### src/agwu_pkg.sv
`timescale 1ns / 1ps
// -----------------------------------------------------------------------------
// agwu_pkg: shared types, constants and fixed-point helpers
// Q8.24 constants, pipeline geometry and request/response records for the
// adaptive gain weight update engine.
// -----------------------------------------------------------------------------
package agwu_pkg;

   // Weight store geometry (power of two, 16 .. 2^20)
   localparam int NUM_WEIGHTS = 65536;
   localparam int ADDR_W      = $clog2(NUM_WEIGHTS);

   // Configuration registers
   localparam int CFG_W = 25;
   localparam logic [CFG_W-1:0] LR_RESET  = 25'd16777;
   localparam logic [CFG_W-1:0] MOM_RESET = 25'd15099494;
   localparam logic CSR_LEARNING_RATE = 1'b0;
   localparam logic CSR_MOMENTUM_COEF = 1'b1;

   // Commands
   localparam logic CMD_LOAD   = 1'b0;
   localparam logic CMD_UPDATE = 1'b1;

   // Q0.24 / Q8.24 constants
   localparam logic [23:0]        K_090    = 24'd15099494;
   localparam logic [23:0]        K_010    = 24'd1677722;
   localparam logic [23:0]        K_095    = 24'd15938355;
   localparam logic signed [31:0] K_005    = 32'sd838861;
   localparam logic signed [31:0] ONE_Q24  = 32'sh0100_0000;
   localparam logic [63:0]        HALF_Q24 = 64'd8388608;
   localparam logic [63:0]        SQ_MAX   = 64'd2147483647;

   localparam logic signed [65:0] MAX32 = 66'sd2147483647;
   localparam logic signed [65:0] MIN32 = -MAX32 - 66'sd1;

   // Square root: radicand is (rms + 1) << 24, 56 bits, two bits a step
   localparam int ROOT_W     = 28;
   localparam int RAD_W      = 2 * ROOT_W;
   localparam int SQ_REM_W   = ROOT_W + 2;
   localparam int SQRT_STEPS = ROOT_W;

   // Division: (|g| << 24 + s/2) / s, one quotient bit a step
   localparam int QUO_W     = 32;
   localparam int DEN_W     = ROOT_W;
   localparam int NUM_W     = 56;
   localparam int DIV_STEPS = QUO_W;

   // Back pipeline: issue, four arithmetic stages, sqrt, numerator, divide,
   // quotient, product, change
   localparam int PIPE_DEPTH = 5 + SQRT_STEPS + 1 + DIV_STEPS + 3;

   // Request queue
   localparam int FQ_DEPTH = 4;
   localparam int FQ_PTR_W = $clog2(FQ_DEPTH);
   localparam int FQ_CNT_W = $clog2(FQ_DEPTH + 1);
   localparam logic [FQ_PTR_W-1:0] FQ_LAST = FQ_PTR_W'(FQ_DEPTH - 1);
   localparam logic [FQ_CNT_W-1:0] FQ_FULL = FQ_CNT_W'(FQ_DEPTH);

   // Response queue
   localparam int OQ_DEPTH = 2;
   localparam int OQ_PTR_W = $clog2(OQ_DEPTH);
   localparam int OQ_CNT_W = $clog2(OQ_DEPTH + 1);
   localparam logic [OQ_PTR_W-1:0] OQ_LAST = OQ_PTR_W'(OQ_DEPTH - 1);
   localparam logic [OQ_CNT_W-1:0] OQ_FULL = OQ_CNT_W'(OQ_DEPTH);

   typedef struct packed {
      logic                    cmd;
      logic [ADDR_W-1:0]       addr;
      logic signed [31:0]      operand;
   } req_type;

   typedef struct packed {
      logic [ADDR_W-1:0]       addr;
      logic signed [31:0]      weight;
   } rsp_type;

   typedef struct packed {
      logic signed [31:0] weight;
      logic signed [31:0] rms;
      logic signed [31:0] gain;
      logic signed [31:0] change;
   } entry_type;

   typedef struct packed {
      logic               cmd;
      logic signed [31:0] operand;
      logic [31:0]        gmag;
      logic signed [31:0] weight;
      logic signed [31:0] gain;
      logic signed [31:0] prev;
      logic signed [31:0] rms;
      logic signed [31:0] ag;
      logic signed [31:0] g95;
      logic signed [57:0] mp;
      logic               ovf;
   } pay_type;

   function automatic logic signed [31:0] sat32(input logic signed [65:0] v);
      logic signed [31:0] r;
      if (v > MAX32) begin
         r = MAX32[31:0];
      end else if (v < MIN32) begin
         r = MIN32[31:0];
      end else begin
         r = v[31:0];
      end
      return r;
   endfunction

   // v / 2^24, round half away from zero, then saturate
   function automatic logic signed [31:0] rescale_sat(input logic signed [65:0] v);
      logic [65:0]        mag;
      logic [65:0]        rnd;
      logic signed [65:0] res;
      mag = v[65] ? 66'(-v) : 66'(v);
      rnd = (mag + 66'd8388608) >> 24;
      res = v[65] ? -$signed(rnd) : $signed(rnd);
      return sat32(res);
   endfunction

   function automatic logic [ADDR_W-1:0] eff_addr(input logic [15:0] idx);
      logic [31:0] t;
      t = 32'(idx);
      return t[ADDR_W-1:0];
   endfunction

   function automatic logic [15:0] to_index(input logic [ADDR_W-1:0] a);
      logic [31:0] t;
      t = 32'(a);
      return t[15:0];
   endfunction

endpackage

### src/agwu_front.sv
`timescale 1ns / 1ps
// -----------------------------------------------------------------------------
// agwu_front: request intake
// Maps the index onto the store and holds requests in a short queue until the
// back pipeline issues them.
// -----------------------------------------------------------------------------
module agwu_front (
   input  logic                  clock,
   input  logic                  reset,
   input  logic                  push,
   output logic                  full,
   input  logic                  req_cmd,
   input  logic [15:0]           req_index,
   input  logic signed [31:0]    req_operand_value,
   output logic                  head_vld,
   output agwu_pkg::req_type     head,
   input  logic                  take
);

   agwu_pkg::req_type                  slot_ff [agwu_pkg::FQ_DEPTH];
   logic [agwu_pkg::FQ_PTR_W-1:0]      wr_ptr_ff, wr_ptr_in;
   logic [agwu_pkg::FQ_PTR_W-1:0]      rd_ptr_ff, rd_ptr_in;
   logic [agwu_pkg::FQ_CNT_W-1:0]      cnt_ff, cnt_in;
   logic                               do_push;
   agwu_pkg::req_type                  new_req;

   assign full     = (cnt_ff == agwu_pkg::FQ_FULL);
   assign head_vld = (cnt_ff != '0);
   assign head     = slot_ff[rd_ptr_ff];
   assign do_push  = push && !full;

   always_comb begin
      new_req.cmd     = req_cmd;
      new_req.addr    = agwu_pkg::eff_addr(req_index);
      new_req.operand = req_operand_value;

      wr_ptr_in = wr_ptr_ff;
      rd_ptr_in = rd_ptr_ff;
      cnt_in    = cnt_ff;
      if (do_push) begin
         wr_ptr_in = (wr_ptr_ff == agwu_pkg::FQ_LAST) ? '0 : wr_ptr_ff + 1'b1;
      end
      if (take) begin
         rd_ptr_in = (rd_ptr_ff == agwu_pkg::FQ_LAST) ? '0 : rd_ptr_ff + 1'b1;
      end
      if (do_push && !take) begin
         cnt_in = cnt_ff + 1'b1;
      end else if (take && !do_push) begin
         cnt_in = cnt_ff - 1'b1;
      end
   end

   always_ff @(posedge clock) begin
      if (reset) begin
         wr_ptr_ff <= '0;
         rd_ptr_ff <= '0;
         cnt_ff    <= '0;
      end else begin
         wr_ptr_ff <= wr_ptr_in;
         rd_ptr_ff <= rd_ptr_in;
         cnt_ff    <= cnt_in;
      end
   end

   always_ff @(posedge clock) begin
      if (do_push) begin
         slot_ff[wr_ptr_ff] <= new_req;
      end
   end

endmodule

### config.mk
export PLATFORM = sky130hd
export DESIGN_NAME = agwu_front
export DESIGN_NICKNAME = d
export VERILOG_FILES = /design/src/agwu_pkg.sv /design/src/agwu_front.sv
export SDC_FILE = /design/constraint.sdc
export NUM_CORES = 1
export LEC_CHECK = 0
export ABC_AREA = 1
export CORE_UTILIZATION = 40
export DETAILED_ROUTE_END_ITERATION = 6
export DONT_BUFFER_PORTS = 1
export HOLD_SLACK_MARGIN = 0.15
export PLACE_DENSITY = 0.67
export SETUP_SLACK_MARGIN = 0.05
export SLEW_MARGIN = 20
export SYNTH_ARGS = -nofsm -noshare
export SYNTH_HDL_FRONTEND = slang
export SYNTH_SLANG_ARGS = --single-unit
### constraint.sdc
create_clock -name clock -period 3.7 [get_ports clock]
set_clock_uncertainty 0.2 [all_clocks]
set_input_delay 0.74 -clock clock [delete_from_list [all_inputs] [get_ports clock]]
set_output_delay 0.74 -clock clock [all_outputs]
set_load 0.03 [all_outputs]
==> results.ini <==
[outcome]
status = finished, final reports clean

[setup_path]
crit_path_end_kind = primary output
r2r_setup_slack_ns = 1.25
critPathLaunchType = register
path_class = reg -> out
crit_top_cell = buf_4
path_max_fanout = 54
slowest_delay_ns = 0.73
arrival_ns = 2.43
cpMaxStageDelayCell = dfxtp_4
path_cells = buf_4, o21ai_0, o22ai_1, buf_4
critPathRequiredTime_ns = 2.76

[placed_design]
gp_congestion = 0.704
place_ws_ns = 0.842
place_hpwl_um = 9380
dp.cells = 829
port_buffers = 0

[route]
ant_nets = 0
dr.pass1.iters = 4
drc = 0
vias_per_cell = 5.11
wirelength_um = 16500
route.vias.total = 4682
initialDrtViolationCount = 274
wl_per_cell_um = 18.0

[finish]
areaGrowthSynthToFinish_pct = 23.9
diodes = 0
layout-drive-gt1-share_pct = 15.2
final_net_count = 703
fin_cells = 916

[timing]
rsz0062_at_grt = false
slew_viol_final = 0
min_period_over_period_pct = 91.2
fin_crit_ns = 3.37
setup_tns_ns = 0
setup_viol = 0
relSlewSlack_pct = 40.3
fin_ws_ns = 0.327
fmax_ghz = 0.296
hold_violations = 0
worstMarginPinSlew_ns = 0.894

[pwr]
p_leak_nw = 3.32
power.total_w = 0.00581
power_density_nw_per_um2 = 606
max-vdd-ir-drop_v = 0.000338

[floorplan]
ios = 104
die_h_um = 141
std_cell_rows = 50
core_sq_um = 18800
dieArea_sq_um = 19900
dieWidth_um = 141
start_util_pct = 41.1

[grt]
grt_max_degree = 67
grt_overflow = 0
antenna_found_initial = 0
grt_pass1_vias = 4808
grtUsageTotal_pct = 16.7
grt_pass1_wl_um = 25700

[clocking]
cts-resized-gates = 0
h-tree-depth = 1
clkSinkCount = 205
cts_setup_buffers = 0
ctsHoldBuffers = 50
cts_tree = yes
clockRootBuffer = clkbuf_16
clkSlewWorstSetupHoldPaths_ns = 0.06
clock_path_buffers = 3
numCtsBuffers = 22
clock_latency_ns = 0.48

[synthesis]
syn_inst = 540
ys_seq_elements = 205
ys_seq_area_share_pct = 78.4
synth_ff_type = edfxtp_1
yosysWarnings = 0
synthTopCellsByCount = edfxtp_1 (196), nor2_1 (114), o21ai_0 (99), o22ai_1 (49), inv_1 (15)
synth.net_count = 600
synth.distinct_cells = 23
syn_area_sq_um = 7740
synth_most_common_cell = edfxtp_1
synth_top_cell_by_area = edfxtp_1
synth.top_cell.area_share_pct = 76.1
synth-async-reset-ratio_pct = 0
synth_edf_count = 196
synth_area_leaders = edfxtp_1 (76%), o21ai_0 (6.4%), nor2_1 (5.5%)
syn_area_per_cell_sq_um = 14.3

[worst_hold_path]
hp-class = in -> reg

[run]
cap_violations = 0

-- where the power goes --
group	internal, W	switching, W	leakage [nW]	total, W
clock	0.00132	0.000810	0.356	0.00213
combinational	0.000274	0.000593	1.09	0.000867
sequential	0.00275	0.0000614	1.87	0.00281
-- sequential cells by signal (all words and copies together), names as in the netlist, named ones only --
name / cells
rd_ptr_ff: 2
cnt_ff: 3
slot_ff: 196
wr_ptr_ff: 2
-- logic make-up (layout without fill, tap and decap cells) --
group	after synthesis	after routing	share of synthesized area (%)
buffers and inverters	48	164	3.36
AO/OA/AOI/OAI	151	151	10.6
AND/OR/NAND/NOR	128	128	6.32
XOR/XNOR	1	1	0.113
flip-flops	205	205	78.4
adder cells (fa/ha/maj)	7	7	1.23
-- cell type report --
type	count	area (sq um)
tap	260	325
fill	1581	9250
clock buffer	29	628
multi-input combinational	287	1440
clock inverter	8	87.6
timing repair buffer	110	963
sequential	205	6070
inverter	17	68.8
-- critical path: cells and delay by family, from the launching register on --
| kind | cells | cell delay, ns |
|---|---|---|
| AO/OA/AOI/OAI | 2 | 0.46 |
| buffers and inverters | 2 | 0.72 |
| flip-flops | 1 | 0.73 |
-- through the flow --
| step | area [sq um] | utilization [%] | hold slack [ns] |
|---|---|---|---|
| 4_1_cts | 9580 | 50.9 | 0.210 |
| 3_5_place_dp | 8370 | 44.4 | 0.326 |
| 2_1_floorplan | 7740 | - | 0.294 |
| 5_1_grt | 9580 | 50.9 | 0.206 |
| 3_3_place_gp | 8370 | 44.4 | 0.307 |
| 6_report | 9580 | 50.9 | 0.225 |
-- final timing paths --
kind / from / end / cells past startpoint
worst max-delay path: register / head[2] / 4
worst min-delay path: push / wr_ptr_ff[1] / 2
worst max register to register: cnt_ff[0] / slot_ff[1][41] / 5
worst min register to register: cnt_ff[1] / cnt_ff[1] / 2
-- layout by cell type (no fill, tap or decap) --
cell	instances
dfxtp_2	1
clkinv_2	4
edfxtp_1	196
nand3b_1	1
inv_6	1
inv_2	1
dfxtp_1	7
nand3_1	1
inv_1	15
nor2_1	110
nor2_4	4
nor3_1	1
fa_1	1
nand4_1	1
buf_4	59
clkbuf_1	3
a21oi_1	2
bufinv_16	2
clkinv_1	2
xor2_1	1
o22ai_1	49
ha_1	6
o21ai_1	1
dlygate4sd3_1	50
nand2_1	10
o21ai_0	99
clkbuf_16	23
dfxtp_4	1
clkbuf_8	3
buf_12	1
-- routing by layer --
| metal | vias to the layer above | routed length, um | global-route usage [%] |
|---|---|---|---|
| met5 | - | 0 | 0 |
| met4 | 0 | 148 | 3.72 |
| met3 | 14 | 1080 | 3.70 |
| met2 | 151 | 8240 | 29.4 |
| met1 | 2308 | 7060 | 21.1 |
| li1 | 2209 | - | - |
Note: power is estimated with default switching activity, not from simulation.
